$ cat src/hw/rtl/nrtbs_pkg.sv
// ----------------------------------------------------------------------------
// NR transport block size: shared package
// Constants, the small-size table, code-block segmentation modes and the
// beat format that travels through the ceiling divider.
// ----------------------------------------------------------------------------
package nrtbs_pkg;

	localparam int SMALL_TABLE_ENTRIES = 93;
	localparam int RE_PER_RB_MAX = 156;
	localparam int SMALL_LIMIT = 3824;
	localparam int LARGE_MIN = 3840;
	localparam int CB_LOW_RATE = 3816;
	localparam int CB_HIGH_RATE = 8424;
	localparam int CRC_BITS = 24;
	localparam int INFO_SAT = 2800000;
	localparam int LOW_RATE_MAX = 256;

	// Quotient width of the final ceiling division (quotient never exceeds 1054).
	localparam int QUO_BITS = 11;

	// Reciprocals used to divide by the two code block limits.
	localparam int RECIP_SHIFT = 32;
	localparam logic [20:0] RECIP_LOW = 21'((64'd1 << RECIP_SHIFT) / 64'(CB_LOW_RATE));
	localparam logic [20:0] RECIP_HIGH = 21'((64'd1 << RECIP_SHIFT) / 64'(CB_HIGH_RATE));

	localparam logic [1:0] SEG_NONE = 2'd0;
	localparam logic [1:0] SEG_LOW = 2'd1;
	localparam logic [1:0] SEG_HIGH = 2'd2;

	localparam logic [11:0] SMALL_SIZES [SMALL_TABLE_ENTRIES] = '{
		12'd24, 12'd32, 12'd40, 12'd48, 12'd56, 12'd64, 12'd72, 12'd80, 12'd88, 12'd96,
		12'd104, 12'd112, 12'd120, 12'd128, 12'd136, 12'd144, 12'd152, 12'd160, 12'd168,
		12'd176, 12'd184, 12'd192, 12'd208, 12'd224, 12'd240, 12'd256, 12'd272, 12'd288,
		12'd304, 12'd320, 12'd336, 12'd352, 12'd368, 12'd384, 12'd408, 12'd432, 12'd456,
		12'd480, 12'd504, 12'd528, 12'd552, 12'd576, 12'd608, 12'd640, 12'd672, 12'd704,
		12'd736, 12'd768, 12'd808, 12'd848, 12'd888, 12'd928, 12'd984, 12'd1032, 12'd1064,
		12'd1128, 12'd1160, 12'd1192, 12'd1224, 12'd1256, 12'd1288, 12'd1320, 12'd1352,
		12'd1416, 12'd1480, 12'd1544, 12'd1608, 12'd1672, 12'd1736, 12'd1800, 12'd1864,
		12'd1928, 12'd2024, 12'd2088, 12'd2152, 12'd2216, 12'd2280, 12'd2408, 12'd2472,
		12'd2536, 12'd2600, 12'd2664, 12'd2728, 12'd2792, 12'd2856, 12'd2976, 12'd3104,
		12'd3240, 12'd3368, 12'd3496, 12'd3624, 12'd3752, 12'd3824
	};

	typedef struct packed {
		logic [21:0] info;
		logic is_small;
		logic [11:0] small_tbs;
		logic [23:0] rem;
		logic [14:0] unit;
		logic [QUO_BITS-1:0] quo;
	} div_t;

	// Position of the highest set bit; zero for a zero input.
	function automatic logic [4:0] flog2(input logic [21:0] x);
		logic [4:0] r;
		r = '0;
		for (int i = 0; i < 22; i++) begin
			if (x[i]) r = 5'(i);
		end
		return r;
	endfunction

	// Smallest table entry not below q, the last entry if none.
	function automatic logic [11:0] small_lookup(input logic [11:0] q);
		logic [11:0] r;
		r = SMALL_SIZES[SMALL_TABLE_ENTRIES-1];
		for (int i = SMALL_TABLE_ENTRIES - 1; i >= 0; i--) begin
			if (SMALL_SIZES[i] >= q) r = SMALL_SIZES[i];
		end
		return r;
	endfunction

endpackage

$ cat src/hw/rtl/nrtbs_ifs.sv
// ----------------------------------------------------------------------------
// NR transport block size: channel interfaces
// Grant input, result output and configuration write channels.
// ----------------------------------------------------------------------------
interface nrtbs_grant_if;
	logic valid;
	logic ready;
	logic [3:0] qm;
	logic [9:0] rate_x1024;
	logic [8:0] prb_count;
	logic [3:0] symbol_count;
	logic [7:0] dmrs_re;
	logic [3:0] layers;
	modport source(output valid, qm, rate_x1024, prb_count, symbol_count, dmrs_re, layers,
		input ready);
	modport sink(input valid, qm, rate_x1024, prb_count, symbol_count, dmrs_re, layers,
		output ready);
endinterface

interface nrtbs_result_if;
	logic valid;
	logic ready;
	logic [21:0] info_bits;
	logic [21:0] tbs_bits;
	modport source(output valid, info_bits, tbs_bits, input ready);
	modport sink(input valid, info_bits, tbs_bits, output ready);
endinterface

interface nrtbs_cfg_if;
	logic valid;
	logic ready;
	logic [4:0] overhead_re;
	modport source(output valid, overhead_re, input ready);
	modport sink(input valid, overhead_re, output ready);
endinterface

$ cat src/hw/rtl/nrtbs_div.sv
// ----------------------------------------------------------------------------
// NR transport block size: pipelined ceiling divider
// Restoring division, one quotient bit per stage, rem / unit into quo.
// ----------------------------------------------------------------------------
module nrtbs_div import nrtbs_pkg::*; (
	input logic clk,
	input logic arst_n,
	input logic en,
	input logic in_valid,
	input div_t in_data,
	output logic out_valid,
	output div_t out_data
);

	logic vld_s [QUO_BITS+1];
	div_t dv_s [QUO_BITS+1];

	assign vld_s[0] = in_valid;
	assign dv_s[0] = in_data;

	for (genvar k = 0; k < QUO_BITS; k++) begin : g_stage
		localparam int BIT = QUO_BITS - 1 - k;
		div_t nxt;
		logic [25:0] trial;

		always_comb begin
			nxt = dv_s[k];
			trial = 26'(dv_s[k].unit) << BIT;
			if ({2'b00, dv_s[k].rem} >= trial) begin
				nxt.rem = dv_s[k].rem - trial[23:0];
				nxt.quo[BIT] = 1'b1;
			end
		end

		always_ff @(posedge clk or negedge arst_n) begin
			if (!arst_n) begin
				vld_s[k+1] <= 1'b0;
			end else if (en) begin
				vld_s[k+1] <= vld_s[k];
			end
		end

		always_ff @(posedge clk) begin
			if (en) begin
				dv_s[k+1] <= nxt;
			end
		end
	end

	assign out_valid = vld_s[QUO_BITS];
	assign out_data = dv_s[QUO_BITS];

endmodule

$ cat src/hw/rtl/nr_transport_block_size.sv
// ----------------------------------------------------------------------------
// NR transport block size
// Computes N_info and the transport block size for one downlink grant a beat.
// ----------------------------------------------------------------------------
// The block takes one grant beat per clock while the output is not stalled
// and returns one result beat per grant, in order. The pipeline is nine
// arithmetic stages (resource element count and three multiplier stages for
// N_info, saturation, quantization, table lookup, code block estimate and
// correction, and divider setup) plus an eleven stage restoring divider that
// forms the final ceiling, and one output register. All stages advance
// together whenever the output register is empty or being drained, so a
// stalled result holds the whole pipeline and nothing is lost or repeated.
// The overhead register is written through the configuration channel, which
// is always ready; write it only while no grant is in flight.
module nr_transport_block_size import nrtbs_pkg::*; (
	input logic clk,
	input logic arst_n,
	nrtbs_grant_if.sink grant,
	nrtbs_result_if.source result,
	nrtbs_cfg_if.sink cfg
);

	logic [4:0] overhead_q;
	logic en;
	logic out_valid_q;
	logic [21:0] info_out_q;
	logic [21:0] tbs_out_q;

	// Whole pipeline moves when the output register can take a new beat.
	assign en = !out_valid_q || result.ready;
	assign grant.ready = en;
	assign cfg.ready = 1'b1;

	always_ff @(posedge clk or negedge arst_n) begin
		if (!arst_n) begin
			overhead_q <= '0;
		end else if (cfg.valid) begin
			overhead_q <= cfg.overhead_re;
		end
	end

	// Stage 1: per-RB element count, clamped, and the first two products.
	logic [7:0] gross;
	logic [8:0] minus;
	logic [8:0] diff;
	logic [7:0] per_rb;
	logic v_s1;
	logic [7:0] per_rb_s1;
	logic [18:0] a_s1;
	logic [7:0] ql_s1;
	logic low_rate_s1;

	always_comb begin
		gross = 8'(grant.symbol_count * 8'd12);
		minus = {1'b0, grant.dmrs_re} + {4'b0, overhead_q};
		diff = {1'b0, gross} - minus;
		if ({1'b0, gross} <= minus) begin
			per_rb = '0;
		end else if (diff > 9'(RE_PER_RB_MAX)) begin
			per_rb = 8'(RE_PER_RB_MAX);
		end else begin
			per_rb = diff[7:0];
		end
	end

	always_ff @(posedge clk or negedge arst_n) begin
		if (!arst_n) begin
			v_s1 <= 1'b0;
		end else if (en) begin
			v_s1 <= grant.valid;
		end
	end

	always_ff @(posedge clk) begin
		if (en) begin
			per_rb_s1 <= per_rb;
			a_s1 <= 19'(grant.prb_count) * 19'(grant.rate_x1024);
			ql_s1 <= 8'(grant.qm) * 8'(grant.layers);
			low_rate_s1 <= grant.rate_x1024 <= 10'(LOW_RATE_MAX);
		end
	end

	// Stage 2: elements times modulation order times layers.
	logic v_s2;
	logic [18:0] a_s2;
	logic [15:0] c_s2;
	logic low_rate_s2;

	always_ff @(posedge clk or negedge arst_n) begin
		if (!arst_n) begin
			v_s2 <= 1'b0;
		end else if (en) begin
			v_s2 <= v_s1;
		end
	end

	always_ff @(posedge clk) begin
		if (en) begin
			a_s2 <= a_s1;
			c_s2 <= 16'(per_rb_s1) * 16'(ql_s1);
			low_rate_s2 <= low_rate_s1;
		end
	end

	// Stage 3: full product, divided by 1024.
	logic [34:0] prod;
	logic v_s3;
	logic [24:0] prod_s3;
	logic low_rate_s3;

	assign prod = 35'(a_s2) * 35'(c_s2);

	always_ff @(posedge clk or negedge arst_n) begin
		if (!arst_n) begin
			v_s3 <= 1'b0;
		end else if (en) begin
			v_s3 <= v_s2;
		end
	end

	always_ff @(posedge clk) begin
		if (en) begin
			prod_s3 <= prod[34:10];
			low_rate_s3 <= low_rate_s2;
		end
	end

	// Stage 4: saturation and the small/large split.
	logic [21:0] info_sat;
	logic v_s4;
	logic [21:0] info_s4;
	logic [21:0] base_s4;
	logic small_s4;
	logic low_rate_s4;

	assign info_sat = (prod_s3 > 25'(INFO_SAT)) ? 22'(INFO_SAT) : prod_s3[21:0];

	always_ff @(posedge clk or negedge arst_n) begin
		if (!arst_n) begin
			v_s4 <= 1'b0;
		end else if (en) begin
			v_s4 <= v_s3;
		end
	end

	always_ff @(posedge clk) begin
		if (en) begin
			info_s4 <= info_sat;
			base_s4 <= info_sat - 22'(CRC_BITS);
			small_s4 <= info_sat <= 22'(SMALL_LIMIT);
			low_rate_s4 <= low_rate_s3;
		end
	end

	// Stage 5: quantization shift from the leading one.
	logic [4:0] lg_info;
	logic [4:0] lg_base;
	logic [4:0] shift;
	logic v_s5;
	logic [21:0] info_s5;
	logic [21:0] base_s5;
	logic small_s5;
	logic low_rate_s5;
	logic [4:0] shift_s5;

	always_comb begin
		lg_info = flog2(info_s4);
		lg_base = flog2(base_s4);
		if (small_s4) begin
			shift = (info_s4 != '0 && lg_info > 5'd9) ? lg_info - 5'd6 : 5'd3;
		end else begin
			shift = lg_base - 5'd5;
		end
	end

	always_ff @(posedge clk or negedge arst_n) begin
		if (!arst_n) begin
			v_s5 <= 1'b0;
		end else if (en) begin
			v_s5 <= v_s4;
		end
	end

	always_ff @(posedge clk) begin
		if (en) begin
			info_s5 <= info_s4;
			base_s5 <= base_s4;
			small_s5 <= small_s4;
			low_rate_s5 <= low_rate_s4;
			shift_s5 <= shift;
		end
	end

	// Stage 6: quantized sizes, small table lookup and segmentation mode.
	logic [21:0] q_small;
	logic [22:0] q_round;
	logic [22:0] q_large;
	logic [1:0] mode;
	logic v_s6;
	logic [21:0] info_s6;
	logic small_s6;
	logic [11:0] small_tbs_s6;
	logic [22:0] total_s6;
	logic [1:0] mode_s6;

	always_comb begin
		q_small = (info_s5 >> shift_s5) << shift_s5;
		if (q_small < 22'(CRC_BITS)) q_small = 22'(CRC_BITS);
		q_round = 23'(base_s5) + (23'd1 << (shift_s5 - 5'd1));
		q_large = (q_round >> shift_s5) << shift_s5;
		if (q_large < 23'(LARGE_MIN)) q_large = 23'(LARGE_MIN);
		if (low_rate_s5) begin
			mode = SEG_LOW;
		end else if (q_large > 23'(CB_HIGH_RATE)) begin
			mode = SEG_HIGH;
		end else begin
			mode = SEG_NONE;
		end
		if (small_s5) mode = SEG_NONE;
	end

	always_ff @(posedge clk or negedge arst_n) begin
		if (!arst_n) begin
			v_s6 <= 1'b0;
		end else if (en) begin
			v_s6 <= v_s5;
		end
	end

	always_ff @(posedge clk) begin
		if (en) begin
			info_s6 <= info_s5;
			small_s6 <= small_s5;
			small_tbs_s6 <= small_lookup(q_small[11:0]);
			total_s6 <= q_large + 23'(CRC_BITS);
			mode_s6 <= mode;
		end
	end

	// Stage 7: code block count estimate by reciprocal multiplication.
	logic [13:0] cb;
	logic [20:0] recip;
	logic [23:0] y;
	logic [44:0] est;
	logic v_s7;
	logic [21:0] info_s7;
	logic small_s7;
	logic [11:0] small_tbs_s7;
	logic [22:0] total_s7;
	logic [1:0] mode_s7;
	logic [23:0] y_s7;
	logic [11:0] q0_s7;

	always_comb begin
		case (mode_s6)
			SEG_HIGH: begin
				cb = 14'(CB_HIGH_RATE);
				recip = RECIP_HIGH;
			end
			default: begin
				cb = 14'(CB_LOW_RATE);
				recip = RECIP_LOW;
			end
		endcase
		y = 24'(total_s6) + 24'(cb) - 24'd1;
		est = 45'(y) * 45'(recip);
	end

	always_ff @(posedge clk or negedge arst_n) begin
		if (!arst_n) begin
			v_s7 <= 1'b0;
		end else if (en) begin
			v_s7 <= v_s6;
		end
	end

	always_ff @(posedge clk) begin
		if (en) begin
			info_s7 <= info_s6;
			small_s7 <= small_s6;
			small_tbs_s7 <= small_tbs_s6;
			total_s7 <= total_s6;
			mode_s7 <= mode_s6;
			y_s7 <= y;
			q0_s7 <= est[RECIP_SHIFT+11:RECIP_SHIFT];
		end
	end

	// Stage 8: the estimate is at most one low; correct it, or use one code block when not segmenting.
	logic [13:0] cb7;
	logic [25:0] rem0;
	logic [11:0] cbs;
	logic v_s8;
	logic [21:0] info_s8;
	logic small_s8;
	logic [11:0] small_tbs_s8;
	logic [22:0] total_s8;
	logic [11:0] cbs_s8;

	always_comb begin
		cb7 = (mode_s7 == SEG_HIGH) ? 14'(CB_HIGH_RATE) : 14'(CB_LOW_RATE);
		rem0 = 26'(y_s7) - 26'(q0_s7) * 26'(cb7);
		cbs = (rem0 >= 26'(cb7)) ? q0_s7 + 12'd1 : q0_s7;
		if (mode_s7 == SEG_NONE) cbs = 12'd1;
	end

	always_ff @(posedge clk or negedge arst_n) begin
		if (!arst_n) begin
			v_s8 <= 1'b0;
		end else if (en) begin
			v_s8 <= v_s7;
		end
	end

	always_ff @(posedge clk) begin
		if (en) begin
			info_s8 <= info_s7;
			small_s8 <= small_s7;
			small_tbs_s8 <= small_tbs_s7;
			total_s8 <= total_s7;
			cbs_s8 <= cbs;
		end
	end

	// Stage 9: divisor 8*C and rounded-up numerator for the divider.
	logic [14:0] unit;
	logic v_s9;
	div_t dv_s9;

	assign unit = {cbs_s8, 3'b000};

	always_ff @(posedge clk or negedge arst_n) begin
		if (!arst_n) begin
			v_s9 <= 1'b0;
		end else if (en) begin
			v_s9 <= v_s8;
		end
	end

	always_ff @(posedge clk) begin
		if (en) begin
			dv_s9.info <= info_s8;
			dv_s9.is_small <= small_s8;
			dv_s9.small_tbs <= small_tbs_s8;
			dv_s9.unit <= unit;
			dv_s9.rem <= 24'(total_s8) + 24'(unit) - 24'd1;
			dv_s9.quo <= '0;
		end
	end

	logic dv_valid;
	div_t dv_out;

	nrtbs_div u_div (
		.clk(clk),
		.arst_n(arst_n),
		.en(en),
		.in_valid(v_s9),
		.in_data(dv_s9),
		.out_valid(dv_valid),
		.out_data(dv_out)
	);

	// Output register: the small table size, or else 8*C times the ceiling, less the CRC length.
	logic [25:0] seg_size;

	assign seg_size = 26'(dv_out.unit) * 26'(dv_out.quo) - 26'(CRC_BITS);

	always_ff @(posedge clk or negedge arst_n) begin
		if (!arst_n) begin
			out_valid_q <= 1'b0;
		end else if (en) begin
			out_valid_q <= dv_valid;
		end
	end

	always_ff @(posedge clk) begin
		if (en) begin
			info_out_q <= dv_out.info;
			tbs_out_q <= dv_out.is_small ? 22'(dv_out.small_tbs) : seg_size[21:0];
		end
	end

	assign result.valid = out_valid_q;
	assign result.info_bits = info_out_q;
	assign result.tbs_bits = tbs_out_q;

endmodule
$ cat src/flat_wrapper.sv
// flat-port wrapper written by rule: the top's interface ports become plain ports
module nr_transport_block_size_flat import nrtbs_pkg::*;
  (clk, arst_n, grant_valid, grant_qm, grant_rate_x1024, grant_prb_count, grant_symbol_count, grant_dmrs_re, grant_layers, grant_ready, result_valid, result_info_bits, result_tbs_bits, result_ready, cfg_valid, cfg_overhead_re, cfg_ready);
  nrtbs_grant_if grant_i ();
  nrtbs_result_if result_i ();
  nrtbs_cfg_if cfg_i ();
  input logic clk;
  input logic arst_n;
  input wire logic [$bits(grant_i.valid)-1:0] grant_valid;
  input wire logic [$bits(grant_i.qm)-1:0] grant_qm;
  input wire logic [$bits(grant_i.rate_x1024)-1:0] grant_rate_x1024;
  input wire logic [$bits(grant_i.prb_count)-1:0] grant_prb_count;
  input wire logic [$bits(grant_i.symbol_count)-1:0] grant_symbol_count;
  input wire logic [$bits(grant_i.dmrs_re)-1:0] grant_dmrs_re;
  input wire logic [$bits(grant_i.layers)-1:0] grant_layers;
  output wire logic [$bits(grant_i.ready)-1:0] grant_ready;
  output wire logic [$bits(result_i.valid)-1:0] result_valid;
  output wire logic [$bits(result_i.info_bits)-1:0] result_info_bits;
  output wire logic [$bits(result_i.tbs_bits)-1:0] result_tbs_bits;
  input wire logic [$bits(result_i.ready)-1:0] result_ready;
  input wire logic [$bits(cfg_i.valid)-1:0] cfg_valid;
  input wire logic [$bits(cfg_i.overhead_re)-1:0] cfg_overhead_re;
  output wire logic [$bits(cfg_i.ready)-1:0] cfg_ready;
  assign grant_i.valid = grant_valid;
  assign grant_i.qm = grant_qm;
  assign grant_i.rate_x1024 = grant_rate_x1024;
  assign grant_i.prb_count = grant_prb_count;
  assign grant_i.symbol_count = grant_symbol_count;
  assign grant_i.dmrs_re = grant_dmrs_re;
  assign grant_i.layers = grant_layers;
  assign grant_ready = grant_i.ready;
  assign result_valid = result_i.valid;
  assign result_info_bits = result_i.info_bits;
  assign result_tbs_bits = result_i.tbs_bits;
  assign result_i.ready = result_ready;
  assign cfg_i.valid = cfg_valid;
  assign cfg_i.overhead_re = cfg_overhead_re;
  assign cfg_ready = cfg_i.ready;
  nr_transport_block_size u_core (.clk(clk), .arst_n(arst_n), .grant(grant_i), .result(result_i), .cfg(cfg_i));
endmodule
$ cat config.mk
export PLATFORM = sky130hd
export DESIGN_NAME = nr_transport_block_size_flat
export DESIGN_NICKNAME = d
export VERILOG_FILES = /design/src/hw/rtl/nrtbs_pkg.sv /design/src/hw/rtl/nrtbs_ifs.sv /design/src/hw/rtl/nrtbs_div.sv /design/src/hw/rtl/nr_transport_block_size.sv /design/src/flat_wrapper.sv
export SDC_FILE = /design/constraint.sdc
export NUM_CORES = 2
export LEC_CHECK = 0
export BUFFER_PORTS_ARGS = -buffer_cell sky130_fd_sc_hd__buf_2
export CAP_MARGIN = 20
export CORE_MARGIN = 3
export CORE_UTILIZATION = 50
export CTS_CLUSTER_DIAMETER = 60
export DETAILED_ROUTE_END_ITERATION = 16
export HOLD_SLACK_MARGIN = 0.08
export PLACE_DENSITY = 0.72
export SYNTH_ARGS = -nofsm -noshare
export SYNTH_HDL_FRONTEND = slang
export SYNTH_SLANG_ARGS = --single-unit
$ cat constraint.sdc
create_clock -name clk -period 49.2 [get_ports clk]
set_clock_uncertainty 0.1 [all_clocks]
set_input_delay 0 -clock clk [delete_from_list [all_inputs] [get_ports clk]]
set_output_delay 0 -clock clk [all_outputs]
set_load 0.01 [all_outputs]
==> run_results.csv <==
group,metric,value,unit
min_path,hold_path.class,"in2reg",
place,place_congestion,0.970,
sta,timing.slew.headroom,18.6,%
worst_setup_path,worst-endpoint-arrival,11690,ps
sta,rsz0062_at_grt,"no",
synth,ys_seq_area_share,42.0,%
worst_setup_path,count_of_cells_along_the_worst_register_to_register_path,39,
worst_setup_path,crit_path_frequent_cell,"inv_1",
synth,synthCells,8396,
worst_setup_path,critical_path.slowest_cell,"o41ai_1",
die,top_level_ports,96,
synth,syn-mean-instance-area,11.3,sq um
final_layout,postLayoutCellArea,104000,sq um
final_layout,final_nets,10165,
clock_tree,clock_tree.buffer_depth,3,
worst_setup_path,timing.critical_path.to_type,"flop",
clock_tree,tritoncts_num_sinks,1331,
die,core,188000,sq um
outcome,outcome,"completed",
worst_setup_path,timing.critical_path.required,49610,ps
worst_setup_path,critical_path.reg2reg.endpoint,"u_core.q0_s7[11]",
job,maxCapViolations,0,
place,detailed_place.area,98000,sq um
place,port_buffers,91,
grt,globalRoute.totalOverflow,0,
synth,post_synth_num_cell_types,115,
die,floorplan.initialDensity,50.4,%
sta,hold_violations,0,
synth,post_synth_mux_area_share,1.33,%
synth,synth-warning-count,0,
grt,first_global_vias,64683,
clock_tree,tritoncts,"built",
die,die_area,195000,sq um
grt,grt_pass1_wl,361000,um
worst_setup_path,critical_path.reg2reg.startpoint,"u_core.total_s6[0]",
sta,setup_violations,0,
final_layout,multiInputGateArea,48700,sq um
sta,totalNegativeSetupSlack,0,ps
routing,detail_route.wl_per_cell,20.2,um
routing,routed_via_count,62400,
worst_setup_path,worst_path_max_fanout,8,
worst_setup_path,setup.worst_path.start_class,"flop",
place,hpwl,172000,um
synth,yosys.area_share.adder,26.7,%
clock_tree,cts.reportedPaths.clkPinSlew,60,ps
sta,final.period_utilization,22.9,%
synth,number_of_flops_mapped_to_enable_cells_by_yosys,1305,
clock_tree,cts_inserted_buffers,148,
worst_setup_path,critical_path_start_end_classification,"reg2reg",
synth,synth_top_family_by_area,"adder cells",
sta,report.final.slew_viol_count,0,
grt,grt_start_max_net_pins,105,
worst_setup_path,crit_start,"u_core.total_s6[0]",
synth,synth_xor_xnor_area_share,3.04,%
synth,postSynthRegisterBits,1331,
sta,fmaxAchievable,88.7,MHz
final_layout,syn2layout_area_growth,9.26,%
worst_setup_path,max_stage_delay,580,ps
grt,groute.usage.overall,23.7,%
synth,synth_compound_area_share,9.25,%
routing,drc,0,
worst_setup_path,worstPathBufferInverterCount,7,
worst_setup_path,timing.critical_path.to,"u_core.q0_s7[11]",
final_layout,fill_cells,15529,
clock_tree,cts_post_setup_buffers_inserted,0,
synth,ys.flop_type,"edfxtp_1",
die,fp-row-count,159,
sta,min_period,11270,ps
clock_tree,h_tree_levels,4,
synth,mappedNetlistArea,94800,sq um
routing,drt-total-wl,226000,um
routing,drt_pass1_iterations,6,
routing,post_drt_via_cell_ratio,5.58,
final_layout,final_layout_size_suffix_gt1_share,6.06,%
final_layout,ff_latch_area,39800,sq um
worst_setup_path,timing.critical_path.depth,39,
clock_tree,clk_latency,780,ps
die,die_width,441,um
worst_setup_path,setup.reg_to_reg.worst_slack,37930,ps
routing,drtAntennaViolNets,0,
synth,synth-simple-area-share,10.8,%
die,die-height,441,um
worst_setup_path,crit_family,"adder cells",
clock_tree,cts_root_buf,"clkbuf_16",
grt,grt_antenna_before_repair,1,
sta,tightest_slew,1210,ps
synth,share_of_flip_flops_with_an_asynchronous_set_or_reset_after_synthesis,1.95,%
routing,drtIter0Drc,5033,
-- cells by family after synthesis --
kind of cell             Yosys count
AND/OR/NAND/NOR                 2104
buffers and inverters           1692
adder cells (fa/ha/maj)         1548
flip-flops                      1331
AO/OA/AOI/OAI                   1297
XOR/XNOR                         329
multiplexers                      93
other                              2
-- placed cells by master (no fill, tap or decap), drive strengths merged, types with 26 or more instances in the layout --
master       instances
inv               1461
edfxtp            1305
fa                 796
nand2              760
ha                 751
nor2               405
a21oi              354
and2               288
o21ai              246
xnor2              223
clkbuf             174
buf                149
nor3               120
a21o               118
xor2               106
nand3               94
nand2b              82
dlygate4sd3         72
clkinv              58
nor2b               56
conb                52
nor4                52
o21bai              50
nand4               47
o211ai              47
a211oi              47
o21a                45
a31oi               43
mux2                41
and3                40
o31ai               33
or2                 31
mux2i               30
a221oi              30
or3                 28
dfrtp               26
-- timing repair --
action | CTS | global route
hold buffers | 73 | 0
endpoints found under the hold margin | 74 | 0
resized for setup | 0 | 0
endpoints found under the setup margin | 0 | 0
-- area by class of cell --
class | count | share of cell area (%)
repair buffers | 221 | 1.58
multi-input cells | 5423 | 47.0
diodes | 1 | 0.00242
clock inverters | 92 | 0.975
well taps | 2495 | 3.01
flip-flops and latches | 1331 | 38.5
inverters | 1444 | 5.24
clock buffers | 174 | 3.67
-- tightest hold or removal path: cells and delay by family --
family        cells  cell delay [ps]
buf+inv           3              810
simple gates      3              170
-- Yosys cell counts, types with 31 or more instances --
master,n,area share [%]
o21a_1,43,0.34
a211oi_1,43,0.34
nand3_1,94,0.50
xnor2_1,223,2.1
o21ai_0,231,1.2
and3_1,40,0.26
mux2_2,39,0.46
nand2b_1,82,0.54
edfxtp_1,1305,41
xor2_1,106,0.98
nor2b_1,56,0.37
nand4_1,47,0.31
nor3_1,119,0.63
nor2_1,405,1.6
ha_1,751,9.9
inv_1,1440,5.7
clkbuf_1,194,0.77
a21o_1,118,0.93
fa_1,796,17
or2_2,31,0.20
nand2_1,760,3.0
a21oi_1,352,1.9
o31ai_1,32,0.25
o21bai_1,50,0.40
a31oi_1,42,0.28
buf_2,32,0.17
and2_1,287,1.9
o211ai_1,47,0.37
nor4_1,50,0.33
-- per-layer routing --
metal  wire [um]  global-route usage [%]
met5           0                       0
met4        8670                    8.66
met3       14100                    3.66
met2      103000                    37.7
met1       99400                    33.0
-- worst min-delay path by stage --
stage	cells after the start	start	slack (ps)	end
final	6	result_ready	160	u_core.v_s6
after global routing	6	result_ready	160	u_core.v_s7
after CTS	8	grant_dmrs_re[3]	80	u_core.per_rb_s1[3]
after detailed placement	1	arst_n	-40	u_core.u_div.out_valid
after global placement	1	arst_n	-50	u_core.result.valid
after floorplan	0	arst_n	-400	u_core.overhead_q[0]
-- metrics by stage --
stage	hold slack, ps	util, %	setup slack, ps	cells
5_1_grt	162	55.1	37310	11180
6_report	159	55.1	37930	11181
3_5_place_dp	-36.2	52.1	37980	10841
3_3_place_gp	-45.9	52.1	38150	10841
2_1_floorplan	-396	-	10880	8446
4_1_cts	82.5	55.1	37840	11180
-- state kept, by name, indices dropped and copies added, names as in the netlist, 22 cells and up --
| signal | cells |
|---|---|
| u_core.base_s4 | 22 |
| u_core.info_s7 | 22 |
| u_core.u_div.out_data | 55 |
| u_core.base_s5 | 22 |
| u_core.total_s8 | 23 |
| u_core.prod_s3 | 25 |
| u_core.info_s6 | 22 |
| u_core.y_s7 | 24 |
| u_core.result.info_bits | 22 |
| u_core.info_s8 | 22 |
| u_core.dv_s9 | 68 |
| u_core.total_s7 | 23 |
| u_core.u_div.dv_s | 735 |
| u_core.total_s6 | 23 |
Power is not shown: default switching activity piles up to over one toggle a cycle in this logic, so the estimate is an artifact.
